**src/rtl/sbrs_pkg.sv**
```systemverilog
// shared types, constants and crc helpers for the sideband reply segmenter
package sbrs_pkg;

  parameter int MSG_BYTES_DEF = 256;

  localparam int ROUTE_PER_SLOT = 7;

  localparam int PADDR_W = 3;
  localparam int PDATA_W = 32;
  localparam int CFG_W   = 7;

  localparam logic [CFG_W-1:0] SEG_LIMIT_MIN   = 7'd12;
  localparam logic [CFG_W-1:0] SEG_LIMIT_MAX   = 7'd64;
  localparam logic [CFG_W-1:0] SEG_LIMIT_RESET = 7'd48;

  localparam logic [4:0] CRC4_POLY = 5'h13;
  localparam logic [8:0] CRC8_POLY = 9'h1d5;

  // register index of max_segment_bytes (word address)
  localparam logic [PADDR_W-3:0] REG_MAX_SEG = '0;

  typedef enum logic [1:0] {
    OP_APPEND = 2'd0,
    OP_ROUTE  = 2'd1,
    OP_EMIT   = 2'd2
  } sbrs_op_t;

  typedef enum logic [2:0] {
    ST_IDLE,
    ST_ACK,
    ST_SETUP,
    ST_HDR,
    ST_DATA,
    ST_CRC
  } sbrs_state_t;

  typedef struct packed {
    logic [7:0] out_byte;
    logic       last;
    logic       segment_valid;
    logic       pending;
    logic       rejected;
  } sbrs_res_t;

  // header crc4, one byte msb first
  function automatic logic [3:0] crc4_byte(input logic [3:0] rem, input logic [7:0] d);
    logic [4:0] t;
    t = {1'b0, rem};
    for (int i = 7; i >= 0; i--) begin
      t = {t[3:0], d[i]};
      if (t[4]) begin
        t = t ^ CRC4_POLY;
      end
    end
    return t[3:0];
  endfunction

  // body crc8, one byte msb first
  function automatic logic [7:0] crc8_byte(input logic [7:0] rem, input logic [7:0] d);
    logic [8:0] t;
    t = {1'b0, rem};
    for (int i = 7; i >= 0; i--) begin
      t = {t[7:0], d[i]};
      if (t[8]) begin
        t = t ^ CRC8_POLY;
      end
    end
    return t[7:0];
  endfunction

endpackage

```
**src/rtl/sbrs_ram.sv**
```systemverilog
// generic simple dual port ram with registered read
module sbrs_ram #(
  parameter int WIDTH = 8,
  parameter int DEPTH = 512
) (
  input  logic                     clk,
  input  logic                     we,
  input  logic [$clog2(DEPTH)-1:0] waddr,
  input  logic [WIDTH-1:0]         wdata,
  input  logic [$clog2(DEPTH)-1:0] raddr,
  output logic [WIDTH-1:0]         rdata
);

  logic [WIDTH-1:0] mem [DEPTH];

  always_ff @(posedge clk) begin
    if (we) begin
      mem[waddr] <= wdata;
    end
    rdata <= mem[raddr];
  end

endmodule

```
**src/rtl/sbrs_cfg.sv**
```systemverilog
// apb register for the segment size limit
module sbrs_cfg import sbrs_pkg::*; (
  input  logic               clk,
  input  logic               rst,
  input  logic               psel,
  input  logic               penable,
  input  logic               pwrite,
  input  logic [PADDR_W-1:0] paddr,
  input  logic [PDATA_W-1:0] pwdata,
  output logic [PDATA_W-1:0] prdata,
  output logic               pready,
  output logic [CFG_W-1:0]   seg_limit
);

  logic [CFG_W-1:0] max_seg;
  logic             hit;

  assign hit    = (paddr[PADDR_W-1:2] == REG_MAX_SEG);
  assign pready = 1'b1;

  always_ff @(posedge clk) begin
    if (rst) begin
      max_seg <= SEG_LIMIT_RESET;
    end else if (psel && penable && pwrite && hit) begin
      max_seg <= pwdata[CFG_W-1:0];
    end
  end

  assign prdata = hit ? {{(PDATA_W-CFG_W){1'b0}}, max_seg} : '0;

  // clamp into the legal segment range
  always_comb begin
    if (max_seg < SEG_LIMIT_MIN) begin
      seg_limit = SEG_LIMIT_MIN;
    end else if (max_seg > SEG_LIMIT_MAX) begin
      seg_limit = SEG_LIMIT_MAX;
    end else begin
      seg_limit = max_seg;
    end
  end

endmodule

```
**src/rtl/sbrs_obuf.sv**
```systemverilog
// output register stage for result transfers
module sbrs_obuf import sbrs_pkg::*; (
  input  logic      clk,
  input  logic      rst,
  input  logic      load,
  input  sbrs_res_t res,
  input  logic      out_stall,
  output logic      free,
  output logic      out_valid,
  output sbrs_res_t res_q
);

  assign free = !out_valid || !out_stall;

  always_ff @(posedge clk) begin
    if (rst) begin
      out_valid <= 1'b0;
    end else if (load) begin
      out_valid <= 1'b1;
    end else if (!out_stall) begin
      out_valid <= 1'b0;
    end
  end

  always_ff @(posedge clk) begin
    if (load) begin
      res_q <= res;
    end
  end

endmodule

```
**src/rtl/sbrs_seq.sv**
```systemverilog
// slot state and segment sequencer around the reply store
module sbrs_seq import sbrs_pkg::*; #(
  parameter int MSG_BYTES = MSG_BYTES_DEF
) (
  input  logic                           clk,
  input  logic                           rst,
  input  logic                           in_valid,
  output logic                           in_stall,
  input  logic [1:0]                     operation,
  input  logic                           slot,
  input  logic [7:0]                     data_byte,
  input  logic [3:0]                     link_count,
  input  logic [2:0]                     route_index,
  input  logic [CFG_W-1:0]               seg_limit,
  input  logic                           free,
  output logic                           load,
  output sbrs_res_t                      res,
  output logic                           ram_we,
  output logic [$clog2(2*MSG_BYTES)-1:0] ram_waddr,
  output logic [7:0]                     ram_wdata,
  output logic [$clog2(2*MSG_BYTES)-1:0] ram_raddr,
  input  logic [7:0]                     ram_rdata
);

  localparam int LEN_W = $clog2(MSG_BYTES + 1);
  localparam int OFF_W = $clog2(MSG_BYTES);
  localparam int AW    = $clog2(2 * MSG_BYTES);

  sbrs_state_t state, state_next;

  logic [LEN_W-1:0] len [2];
  logic [LEN_W-1:0] pos [2];
  logic [3:0]       lcnt [2];
  logic [7:0]       route [2][ROUTE_PER_SLOT];
  logic             cur_slot;

  // latched segment description
  logic             seg_sel;
  logic [LEN_W-1:0] seg_pos;
  logic [LEN_W-1:0] seg_len;
  logic [3:0]       seg_lc;
  logic [CFG_W-1:0] seg_limit_q;
  logic [6:0]       seg_body;
  logic [5:0]       seg_dlen;
  logic             seg_start;
  logic             seg_end;
  logic             seg_pend;
  logic             seg_rej;
  logic [3:0]       hidx;
  logic [5:0]       dcnt;
  logic [3:0]       crc4;
  logic [7:0]       crc8;

  logic             accept;
  sbrs_op_t         op;
  logic             pick;
  logic             pick_empty;
  logic             has_room;
  logic             any_pend;
  logic [2:0]       seg_rad;
  logic [3:0]       hdr_len;
  logic [6:0]       room;
  logic [LEN_W-1:0] remain;
  logic             fits;
  logic [6:0]       body_c;
  logic [5:0]       dlen_c;
  logic [7:0]       hdr_byte;
  logic [3:0]       flags_hi;
  logic [3:0]       crc4_fin;
  logic [2:0]       ri;
  logic [5:0]       dcnt_next;
  logic [LEN_W:0]   off_sum;
  logic [OFF_W-1:0] off;

  assign op         = sbrs_op_t'(operation);
  assign accept     = in_valid && (state == ST_IDLE);
  assign in_stall   = (state != ST_IDLE);
  assign pick       = (len[cur_slot] == '0) ? ~cur_slot : cur_slot;
  assign pick_empty = (len[pick] == '0);
  assign has_room   = (len[slot] < LEN_W'(MSG_BYTES));
  assign any_pend   = (len[0] != '0) || (len[1] != '0);

  // segment sizing
  assign seg_rad = seg_lc[3:1];
  assign hdr_len = {1'b0, seg_rad} + 4'd3;
  assign room    = seg_limit_q - {3'b0, hdr_len};
  assign remain  = seg_len - seg_pos;
  assign fits    = (remain < LEN_W'(room));
  assign body_c  = fits ? (remain[6:0] + 7'd1) : room;
  assign dlen_c  = 6'(body_c - 7'd1);

  // header bytes
  assign flags_hi = {seg_start, seg_end, 1'b0, seg_sel};
  assign crc4_fin = crc4_byte(crc4, {flags_hi, 4'h0});
  assign ri       = 3'(hidx - 4'd1);

  always_comb begin
    if (hidx == 4'd0) begin
      hdr_byte = {seg_lc, seg_lc - 4'd1};
    end else if (hidx <= {1'b0, seg_rad}) begin
      hdr_byte = route[seg_sel][ri];
    end else if (hidx == {1'b0, seg_rad} + 4'd1) begin
      hdr_byte = {1'b0, seg_body};
    end else begin
      hdr_byte = {flags_hi, crc4_fin};
    end
  end

  // store read follows the next data index so the byte is ready when needed
  assign dcnt_next = dcnt + 6'((state == ST_DATA) && load);
  assign off_sum   = {1'b0, seg_pos} + (LEN_W+1)'(dcnt_next);
  assign off       = (off_sum >= (LEN_W+1)'(MSG_BYTES)) ?
                     OFF_W'(off_sum - (LEN_W+1)'(MSG_BYTES)) : OFF_W'(off_sum);
  assign ram_raddr = seg_sel ? (AW'(MSG_BYTES) + AW'(off)) : AW'(off);

  assign ram_we    = accept && (op == OP_APPEND) && has_room;
  assign ram_waddr = slot ? (AW'(MSG_BYTES) + AW'(len[slot])) : AW'(len[slot]);
  assign ram_wdata = data_byte;

  // next state
  always_comb begin
    state_next = state;
    unique case (state)
      ST_IDLE: begin
        if (in_valid) begin
          if (op == OP_EMIT && !pick_empty) begin
            state_next = ST_SETUP;
          end else begin
            state_next = ST_ACK;
          end
        end
      end
      ST_ACK: begin
        if (free) begin
          state_next = ST_IDLE;
        end
      end
      ST_SETUP: state_next = ST_HDR;
      ST_HDR: begin
        if (free && hidx == {1'b0, seg_rad} + 4'd2) begin
          state_next = ST_DATA;
        end
      end
      ST_DATA: begin
        if (free && dcnt == seg_dlen - 6'd1) begin
          state_next = ST_CRC;
        end
      end
      ST_CRC: begin
        if (free) begin
          state_next = ST_IDLE;
        end
      end
      default: state_next = ST_IDLE;
    endcase
  end

  // result generation
  always_comb begin
    res  = '0;
    load = 1'b0;
    unique case (state)
      ST_ACK: begin
        res.last     = 1'b1;
        res.pending  = any_pend;
        res.rejected = seg_rej;
        load         = free;
      end
      ST_HDR: begin
        res.out_byte      = hdr_byte;
        res.segment_valid = 1'b1;
        res.pending       = seg_pend;
        load              = free;
      end
      ST_DATA: begin
        res.out_byte      = ram_rdata;
        res.segment_valid = 1'b1;
        res.pending       = seg_pend;
        load              = free;
      end
      ST_CRC: begin
        res.out_byte      = crc8_byte(crc8, 8'h00);
        res.last          = 1'b1;
        res.segment_valid = 1'b1;
        res.pending       = seg_pend;
        load              = free;
      end
      ST_IDLE, ST_SETUP: begin
        res  = '0;
        load = 1'b0;
      end
      default: begin
        res  = '0;
        load = 1'b0;
      end
    endcase
  end

  // slot state
  always_ff @(posedge clk) begin
    if (rst) begin
      state    <= ST_IDLE;
      cur_slot <= 1'b0;
      for (int s = 0; s < 2; s++) begin
        len[s]  <= '0;
        pos[s]  <= '0;
        lcnt[s] <= '0;
        for (int r = 0; r < ROUTE_PER_SLOT; r++) begin
          route[s][r] <= '0;
        end
      end
    end else begin
      state <= state_next;
      if (accept) begin
        unique case (op)
          OP_APPEND: begin
            if (has_room) begin
              len[slot] <= len[slot] + LEN_W'(1);
            end
          end
          OP_ROUTE: begin
            lcnt[slot] <= link_count;
            if (route_index < 3'(ROUTE_PER_SLOT)) begin
              route[slot][route_index] <= data_byte;
            end
          end
          OP_EMIT: cur_slot <= pick;
          default: ;
        endcase
      end
      if (state == ST_SETUP) begin
        if (!fits) begin
          pos[seg_sel] <= seg_pos + LEN_W'(dlen_c);
        end else begin
          len[seg_sel] <= '0;
          pos[seg_sel] <= '0;
          cur_slot     <= ~seg_sel;
        end
      end
    end
  end

  // segment working registers
  always_ff @(posedge clk) begin
    if (accept) begin
      seg_rej     <= (op == OP_APPEND) && !has_room;
      seg_sel     <= pick;
      seg_pos     <= pos[pick];
      seg_len     <= len[pick];
      seg_lc      <= lcnt[pick];
      seg_limit_q <= seg_limit;
    end
    if (state == ST_SETUP) begin
      seg_body  <= body_c;
      seg_dlen  <= dlen_c;
      seg_start <= (seg_pos == '0);
      seg_end   <= fits;
      seg_pend  <= (len[~seg_sel] != '0) || !fits;
      hidx      <= '0;
      dcnt      <= '0;
      crc4      <= '0;
      crc8      <= '0;
    end
    if (state == ST_HDR && load) begin
      crc4 <= crc4_byte(crc4, hdr_byte);
      hidx <= hidx + 4'd1;
    end
    if (state == ST_DATA && load) begin
      crc8 <= crc8_byte(crc8, ram_rdata);
      dcnt <= dcnt_next;
    end
  end

endmodule

```
**src/rtl/sideband_reply_segmenter.sv**
```systemverilog
// top level of the sideband reply segmenter
//
// input channel (in_valid / in_stall) carries one command per transfer:
// append a reply byte to a slot, set a routing byte and link count, or emit
// the next segment of the current reply slot
// output channel (out_valid / out_stall) carries result transfers; append,
// routing and empty emit commands answer with one acknowledgement, an emit
// answers with the whole segment: link count byte, routing bytes, body
// length, flags with header crc4, body bytes and body crc8, last on the end
// an acknowledgement is built in the ack state after its command is taken
// and is registered in the output register; an emit passes a setup state,
// then gives one segment byte per cycle while the output is not stalled,
// the reply store then delivering one body byte a cycle
// one command is worked on at a time; in_stall is high until its results
// are all loaded into the output register
// a stalled result holds in the output register and the sequencer waits
// reset clears slot lengths, positions, link counts, routing bytes and the
// current slot, and restores the segment limit to 48; the reply store itself
// is not cleared, it is only read below a slot's fill length
// the segment limit lives behind an apb port at byte address 0
module sideband_reply_segmenter import sbrs_pkg::*; #(
  parameter int MSG_BYTES = MSG_BYTES_DEF
) (
  input  logic               clk,
  input  logic               rst,
  input  logic               in_valid,
  output logic               in_stall,
  input  logic [1:0]         operation,
  input  logic               slot,
  input  logic [7:0]         data_byte,
  input  logic [3:0]         link_count,
  input  logic [2:0]         route_index,
  output logic               out_valid,
  input  logic               out_stall,
  output logic [7:0]         out_byte,
  output logic               last,
  output logic               segment_valid,
  output logic               pending,
  output logic               rejected,
  input  logic               psel,
  input  logic               penable,
  input  logic               pwrite,
  input  logic [PADDR_W-1:0] paddr,
  input  logic [PDATA_W-1:0] pwdata,
  output logic [PDATA_W-1:0] prdata,
  output logic               pready
);

  localparam int AW = $clog2(2 * MSG_BYTES);

  logic [CFG_W-1:0] seg_limit;
  logic             free;
  logic             load;
  sbrs_res_t        res;
  sbrs_res_t        res_q;
  logic             ram_we;
  logic [AW-1:0]    ram_waddr;
  logic [7:0]       ram_wdata;
  logic [AW-1:0]    ram_raddr;
  logic [7:0]       ram_rdata;

  // segment limit register
  sbrs_cfg u_cfg (
    .clk       (clk),
    .rst       (rst),
    .psel      (psel),
    .penable   (penable),
    .pwrite    (pwrite),
    .paddr     (paddr),
    .pwdata    (pwdata),
    .prdata    (prdata),
    .pready    (pready),
    .seg_limit (seg_limit)
  );

  // reply store, both slots side by side
  sbrs_ram #(
    .WIDTH (8),
    .DEPTH (2 * MSG_BYTES)
  ) u_store (
    .clk   (clk),
    .we    (ram_we),
    .waddr (ram_waddr),
    .wdata (ram_wdata),
    .raddr (ram_raddr),
    .rdata (ram_rdata)
  );

  // slot bookkeeping and segment framing
  sbrs_seq #(
    .MSG_BYTES (MSG_BYTES)
  ) u_seq (
    .clk         (clk),
    .rst         (rst),
    .in_valid    (in_valid),
    .in_stall    (in_stall),
    .operation   (operation),
    .slot        (slot),
    .data_byte   (data_byte),
    .link_count  (link_count),
    .route_index (route_index),
    .seg_limit   (seg_limit),
    .free        (free),
    .load        (load),
    .res         (res),
    .ram_we      (ram_we),
    .ram_waddr   (ram_waddr),
    .ram_wdata   (ram_wdata),
    .ram_raddr   (ram_raddr),
    .ram_rdata   (ram_rdata)
  );

  // result register, holds a transfer while the receiver stalls
  sbrs_obuf u_obuf (
    .clk       (clk),
    .rst       (rst),
    .load      (load),
    .res       (res),
    .out_stall (out_stall),
    .free      (free),
    .out_valid (out_valid),
    .res_q     (res_q)
  );

  assign out_byte      = res_q.out_byte;
  assign last          = res_q.last;
  assign segment_valid = res_q.segment_valid;
  assign pending       = res_q.pending;
  assign rejected      = res_q.rejected;

endmodule

```
**config.mk**
```make
export PLATFORM = sky130hd
export DESIGN_NAME = sideband_reply_segmenter
export DESIGN_NICKNAME = d
export VERILOG_FILES = /design/src/rtl/sbrs_pkg.sv /design/src/rtl/sbrs_ram.sv /design/src/rtl/sbrs_cfg.sv /design/src/rtl/sbrs_obuf.sv /design/src/rtl/sbrs_seq.sv /design/src/rtl/sideband_reply_segmenter.sv
export SDC_FILE = /design/constraint.sdc
export NUM_CORES = 2
export LEC_CHECK = 0
export BUFFER_PORTS_ARGS = -buffer_cell sky130_fd_sc_hd__buf_4
export CAP_MARGIN = 20
export CORE_MARGIN = 10
export CORE_UTILIZATION = 35
export CTS_CLUSTER_DIAMETER = 100
export DETAILED_ROUTE_END_ITERATION = 10
export PLACE_DENSITY = 0.48
export SLEW_MARGIN = 25
export SYNTH_ARGS = -nofsm -noshare
export SYNTH_HDL_FRONTEND = slang
export SYNTH_MEMORY_MAX_BITS = 65536
export SYNTH_SLANG_ARGS = --single-unit
```
**constraint.sdc**
```tcl
create_clock -name clk -period 7.2 [get_ports clk]
set_input_delay 0.36 -clock clk [delete_from_list [all_inputs] [get_ports clk]]
set_output_delay 0.36 -clock clk [all_outputs]
set_load 0.02 [all_outputs]
```
After elaboration in Yosys (flattened, before gate mapping)
Memories as Yosys holds them, arrays and structs flattened. A register that Yosys moved wholly into a read port is not among the register bits.
Cells that the tools add are included.
Operators by class
  equality and inequality tests: 15
  reductions and logical operators: 43
  magnitude comparators: 10
  $add $sub $neg: 18
  muxes and demuxes: 136
  bitwise operators: 38
Operators with widths (number)
  $mux 8: 39
  $mux 56: 3
  $not 5->5: 16
  $reduce_or 56->1: 1
  $mux 9: 6
  $mux 1: 46
  $mux 4: 11
  $mux 2: 17
  $not 2->2: 16
  $logic_not 9->1: 3
  $reduce_bool 9->1: 3
  $reduce_or 9->1: 3
  $bmux 8 s3: 1
  $demux 8 s3: 1
  $pmux 8 s3: 1
  $mux 7: 3
  $pmux 3 s5: 1
  $logic_and 1x1->1: 13
  $mux 3: 4
  $mux 6: 2
  $sub 6x1->6 const B: 2
  $add 9x6->10: 1
  $ge 10x9->1 const B: 1
  $add 9x1->9 const B: 1
  45 further kinds: 65
Word-level totals
  register bits: 80
  memories: 5
  output and inout port bits: 47
  memory bits (writable): 4252
Memories
  u_store.mem: words 512, bits a word 8, read ports 1, clocked after Yosys merged registers in 1, wr ports 1, line sbrs_ram.sv:14  | logic [WIDTH-1:0] mem [DEPTH];
  u_seq.route: words 2, bits a word 56, read ports 1, clocked after Yosys merged registers in 1, wr ports 2, line sbrs_seq.sv:34  | logic [7:0] route [2][ROUTE_PER_SLOT];
  u_seq.len: words 2, bits a word 9, read ports 6, clocked after Yosys merged registers in 1, wr ports 2, line sbrs_seq.sv:31  | logic [LEN_W-1:0] len [2];
  u_seq.pos: words 2, bits a word 9, read ports 1, clocked after Yosys merged registers in 1, wr ports 2, line sbrs_seq.sv:32  | logic [LEN_W-1:0] pos [2];
  u_seq.lcnt: words 2, bits a word 4, read ports 1, clocked after Yosys merged registers in 1, wr ports 2, line sbrs_seq.sv:33  | logic [3:0] lcnt [2];

Logic depth before layout (Yosys ltp)
  depth in word-level cells: 43
  gate-level depth with buffers: 28
  gate-level depth less buffers: 27

Modules after synthesis
From an unflattened synthesis, not the netlist that was laid out.
Unflattened totals
  cells, all modules: 9206
  area, all modules: 174000.6 um2
Modules (own cells, without submodules)
  sbrs_ram: area each 159927.1 um2, seq. area each 123158.1 um2, cells an instance 8030, times used 1
  sbrs_seq: area each 13051.3 um2, seq. area each 6856.6 um2, cells an instance 1083, times used 1
  sbrs_cfg: area each 629.4 um2, seq. area each 140.1 um2, cells an instance 77, times used 1
  sbrs_obuf: area each 392.9 um2, seq. area each 380.4 um2, cells an instance 16, times used 1

Least setup slack after synthesis
Ideal clock, no wire load.
  path kind: register -> register
  start point: register u_seq.seg_pos[1] (read register of u_seq.pos)
  end point: memory u_seq.pos[0][7] (netlist name), data pin
  path slack: 1.961 ns
  clock period less this slack: 5.239 ns
  cell stages (with the launch flop): 28
  required time: 6.931 ns
  arrival: 4.970 ns
  path buffers: 1
  cell sequence: edfxtp_1 -> inv_1 -> ha_1 -> nor2b_1 -> o21ai_0 -> a21boi_0 -> o21ai_0 -> nor2b_1 -> xnor2_1 -> ha_1 -> a21o_1 -> a221oi_1 -> and3_1 -> nand2_1 -> clkbuf_1 -> nor2_1 -> a21oi_1 -> ha_1 -> inv_1 -> ha_1 -> a21o_1 -> a21oi_1 -> o21bai_1 -> a21oi_1 -> nor2b_1 -> o21ai_0 -> xnor2_1 -> nor4_1
RTL lines
  start: declaration: line sbrs_seq.sv:39  | logic [LEN_W-1:0] seg_pos;
  end: declaration: line sbrs_seq.sv:32

Worst setup path in the final report
  start point: register u_seq.state[1]
  end point: register u_store.rdata[5] (read register of u_store.mem)
Between the ends
  longest elaborated chain between the ends: 10
Ends and longest elaborated chain
  start: declaration: line sbrs_seq.sv:29  | sbrs_state_t state, state_next;
  start signal: assignment: line sbrs_seq.sv:213  | state <= state_next;
  $eq 3x1->1, or another cell as far along: line sbrs_seq.sv:162  | unique case (state)
  $reduce_or 4->1 (no line)
  $mux 1: line sbrs_seq.sv:162
  $logic_and 1x1->1 (*): line sbrs_seq.sv:110  | assign dcnt_next = dcnt + 6'((state == ST_DATA) && load);
  $add 6x1->6 (*): line sbrs_seq.sv:110
  named net u_seq.dcnt_next[2]: line sbrs_seq.sv:71  | logic [5:0] dcnt_next;
  $add 9x6->10 (*): line sbrs_seq.sv:111  | assign off_sum = {1'b0, seg_pos} + (LEN_W+1)'(dcnt_next);
  $sub 8x1->8 or $ge 10x9->1 (tied branches): line sbrs_seq.sv:113, sbrs_seq.sv:112
  $mux 8 (*): line sbrs_seq.sv:112  | assign off = (off_sum >= (LEN_W+1)'(MSG_BYTES)) ?
  $add 9x8->9: line sbrs_seq.sv:114  | assign ram_raddr = seg_sel ? (AW'(MSG_BYTES) + AW'(off)) : AW'(off);
  $mux 9 (*): line sbrs_seq.sv:114
  end: declaration: line sbrs_ram.sv:11  | output logic [WIDTH-1:0] rdata
The timed path passes the listed nets; every way through them passes the cells marked *.
A chain may end at the register's enable or synchronous reset.

==> flow_metrics.py <==
metrics = {
    "synth": {
        "synth_flop_cell": "edfxtp_1",
        "synthDominantCellAreaShare_pct": 75.60,
        "synth_cell_types": 75,
        "yosys.area.top_type": "edfxtp_1",
        "mappedNetlistArea_mm2": 0.1721,
        "ys.warnings.count": 0,
        "synth_edf_count": 4333,
        "synthCells": 8364,
        "ys_top_cells_by_area": "edfxtp_1 (76%), mux4_2 (15%), nor2_1 (1.4%)",
        "syn_area_per_cell_um2": 20.58,
        "ys_ff_latch": 4354,
        "async_reset_ff_share_pct": 0,
        "ys_seq_area_share_pct": 75.84,
    },
    "clocking": {
        "clkTransAtPathRegs_ns": 0.06,
        "clk_latency_ns": 1.08,
        "ctsResizeCount": 0,
        "htree_levels": 5,
        "root_buffer": "clkbuf_16",
        "cts_tree": "built",
        "cts_buffers": 457,
        "cts.path.max_buffers": 4,
        "post_cts_buffers": 0,
        "clock-sinks": 4354,
        "postCtsHoldBufs": 42,
    },
    "timing": {
        "slew_viol_final": 0,
        "rsz0062_at_grt": "no",
        "tightest_slew_ns": 1.340,
        "fin_crit_sh_pct": 95.66,
        "maxSlewHeadroom_pct": 10.64,
        "layout_min_cycle_time_ns": 6.887,
        "max_freq_ghz": 0.1452,
        "tns_ns": 0,
        "finalSetupViolations": 0,
        "hold_violations": 0,
        "fin_skew_ns": 0.07843,
    },
    "route": {
        "wl_per_cell_um": 32.49,
        "via_count": 86051,
        "drt-initial-drc-count": 9754,
        "drc": 0,
        "dr.pass1.iters": 5,
        "finalWirelength_mm": 506.3,
        "ant_nets": 0,
        "viasPerCell": 5.522,
    },
    "floorplan": {
        "die_x_um": 721.3,
        "num_rows": 257,
        "pin_count": 107,
        "die_h_um": 721.3,
        "coreArea_mm2": 0.4901,
        "start_util_pct": 35.12,
        "fp.dieArea_mm2": 0.5202,
    },
    "setup_path": {
        "r2r_setup_slack_ns": 0.31,
        "setup.worst_path.class": "reg2reg",
        "crit_chain": "buf_4, nand2b_1, or3_1, inv_1, ha_1, ha_1, xor2_1, ha_1, nor2b_1, o22a_1, xnor2_4, nor2_4, buf_12, buf_4, a32oi_1, a31oi_1, nand3_1, nor4b_1, o221a_2",
        "crit_fanout": 16,
        "ff2ff_path_depth": 19,
        "cp_num_buf_inv": 4,
        "required_ns": 8.17,
        "slowest_delay_ns": 0.95,
        "r2r_end": "u_store.rdata[5]",
        "end_kind": "flip-flop",
        "crit_start": "u_seq.state[1]",
        "cp-start-kind": "flip-flop",
        "r2r-start": "u_seq.state[1]",
        "cpMaxStageDelayCell": "a32oi_1",
        "crit_family": "simple AND/OR/NAND/NOR gates",
        "critPathArrivalTime_ns": 7.85,
        "worst_path_most_repeated_cell": "ha_1",
        "path_depth": 19,
    },
    "global_route": {
        "grt_max_degree": 172,
        "grtUsageTotal_pct": 18.95,
        "overflow": 0,
        "grt_pass1_wl_mm": 708.1,
        "grt_pass1_vias": 88401,
        "antenna_found_initial": 36,
    },
    "power": {
        "p_sw_mw": 18.16,
        "ir_drop_mv": 0.2603,
        "p_comb_share_pct": 19.9,
        "pwr-share-seq_pct": 44.4,
        "cellPowerDensity_mw_per_mm2": 323.7,
        "power_mw": 63.54,
        "intPower_mw": 45.39,
        "pwr-share-clk_pct": 35.7,
        "netSwitchingFraction_pct": 28.58,
        "p_leak_nw": 61.10,
    },
    "job": {
        "drv_cap": 0,
    },
    "finish": {
        "area_growth_pct": 14.06,
        "drive_gt1_share_pct": 24.20,
        "final_nets": 8840,
        "final_core_util_pct": 40.06,
        "fin_cells": 15582,
    },
    "placement": {
        "io_buffers": 53,
        "gp_congestion": 0.8153,
        "placedCellCount": 14698,
        "place_hpwl_mm": 308.7,
    },
    "min_path": {
        "hold_class": "in2reg",
        "whs_endpoint": "u_seq.seg_rej",
        "min_path_cells": 4,
        "min_from": "in_valid",
    },
    "outcome": {
        "status": "complete, no violations",
    },
}
[layout make-up]
| class | instances | area (um^2) |
|---|---|---|
| flip-flops and latches | 4354 | 130500 |
| inverters | 56 | 210.2 |
| clock buffers | 576 | 12030 |
| well taps | 6475 | 8102 |
| fillers | 43691 | 293700 |
| multi-input cells | 3469 | 39410 |
| clock inverters | 253 | 2135 |
| diodes | 12 | 30.03 |
| repair buffers | 387 | 3871 |
[synthesized netlist by cell type (21+ instances only)]
master / instances
clkbuf_1: 258
o211ai_1: 27
dfxtp_1: 21
ha_1: 51
nand2_1: 489
a31oi_1: 41
inv_1: 55
and2_1: 90
buf_1: 21
xor2_1: 44
xnor2_1: 61
buf_2: 137
and3_1: 30
nor3_1: 31
nor2b_1: 22
nor2_1: 655
mux2i_1: 158
mux4_2: 1144
a221oi_1: 23
a32oi_1: 68
nand3_1: 142
edfxtp_1: 4333
buf_4: 86
mux2_2: 26
nand4_1: 22
o21ai_0: 62
a21oi_1: 51
[metrics by stage]
stage                     setup slack, ns  cell area [um^2]  hold slack, ns
final                              0.3127            196300          0.1348
after global routing               0.2450            196300          0.1295
after CTS                          0.4464            196200         0.05681
after detailed placement           0.4598            181700          0.5360
after global placement             0.2977            181600          0.5178
after floorplan                     1.961            172200          0.4589
[how the worst max path moves through the flow]
stage / endpoint / slack, ns
after CTS: u_store.rdata[7] / 0.45
after detailed placement: u_store.rdata[7] / 0.46
final: u_store.rdata[5] / 0.31
after global routing: u_seq.pos[1][7] / 0.24
after global placement: u_store.rdata[1] / 0.30
after floorplan: u_seq.pos[0][7] / 1.96
[cells by family (layout without fill, tap and decap cells)]
| logic type | count (synthesis) | count (layout) | synth area share (%) |
|---|---|---|---|
| AO/OA/AOI/OAI | 414 | 414 | 1.741 |
| AND/OR/NAND/NOR | 1538 | 1538 | 3.822 |
| buffers and inverters | 565 | 1272 | 1.546 |
| multiplexers | 1328 | 1328 | 16.06 |
| other | 2 | 38 | 0.004363 |
| adder cells (fa/ha/maj) | 55 | 55 | 0.4173 |
| flip-flops | 4354 | 4354 | 75.84 |
| XOR/XNOR | 108 | 108 | 0.5706 |
[metal layers]
layer / global-route usage [%] / wire length, um / vias to the layer above
li1: - / - / 35090
met1: 26.85 / 216400 / 46970
met2: 30.57 / 240200 / 3273
met3: 3.083 / 35070 / 716
met4: 4.991 / 14670 / 2
met5: 0 / 13 / -
[layout by cell type, fill, tap and decap left out, types with 20 or more instances in the layout]
| cell type | count |
|---|---|
| clkinv_1 | 111 |
| and3_1 | 30 |
| edfxtp_1 | 4333 |
| mux4_2 | 1144 |
| nand4_1 | 22 |
| a32oi_1 | 68 |
| nand2_1 | 472 |
| bufinv_16 | 23 |
| nor2_1 | 637 |
| and2_1 | 88 |
| conb_1 | 26 |
| ha_1 | 50 |
| inv_1 | 55 |
| nor3_1 | 28 |
| buf_4 | 273 |
| mux2_2 | 26 |
| a31oi_1 | 40 |
| clkbuf_1 | 110 |
| nand3_1 | 142 |
| dfxtp_1 | 20 |
| a221oi_1 | 23 |
| o21ai_0 | 62 |
| xor2_1 | 42 |
| xnor2_1 | 59 |
| nor2b_1 | 20 |
| clkbuf_16 | 462 |
| o211ai_1 | 27 |
| buf_12 | 64 |
| dlygate4sd3_1 | 42 |
| a21oi_1 | 49 |
| mux2i_1 | 158 |
| clkinv_2 | 76 |
[power groups by stage]
stage | clock network [mW] | logic (mW) | registers, mW
6_report | 22.7 | 12.6 | 28.2
5_1_grt | 24.1 | 13.2 | 28.2
4_1_cts | 23.1 | 12.8 | 28.2
3_5_place_dp | 0 | 12.7 | 28.7
3_3_place_gp | 0 | 12.7 | 28.7
2_1_floorplan | 0 | 7.07 | 28.6
[registers in the layout, indices dropped and copies added (netlist names), 8 cells and up, named ones only]
name,count
u_obuf.res_q,12
u_seq.crc8,8
u_seq.lcnt,8
u_seq.len,18
u_seq.pos,18
u_seq.route,112
u_seq.seg_len,9
u_seq.seg_pos,9
u_store.mem,4096
u_store.rdata,8
[worst reg2reg max path, cell delays in order (launching register included)]
cell and delay, ns:
dfxtp_1 0.30, buf_4 0.17, nand2b_1 0.34, or3_1 0.61, inv_1 0.22, ha_1 0.20
ha_1 0.19, xor2_1 0.22, ha_1 0.38, nor2b_1 0.21, o22a_1 0.33, xnor2_4 0.76
nor2_4 0.26, buf_12 0.26, buf_4 0.29, a32oi_1 0.96, a31oi_1 0.22, nand3_1 0.25
nor4b_1 0.42, o221a_2 0.26
Note: power is estimated with default switching activity, not from simulation.
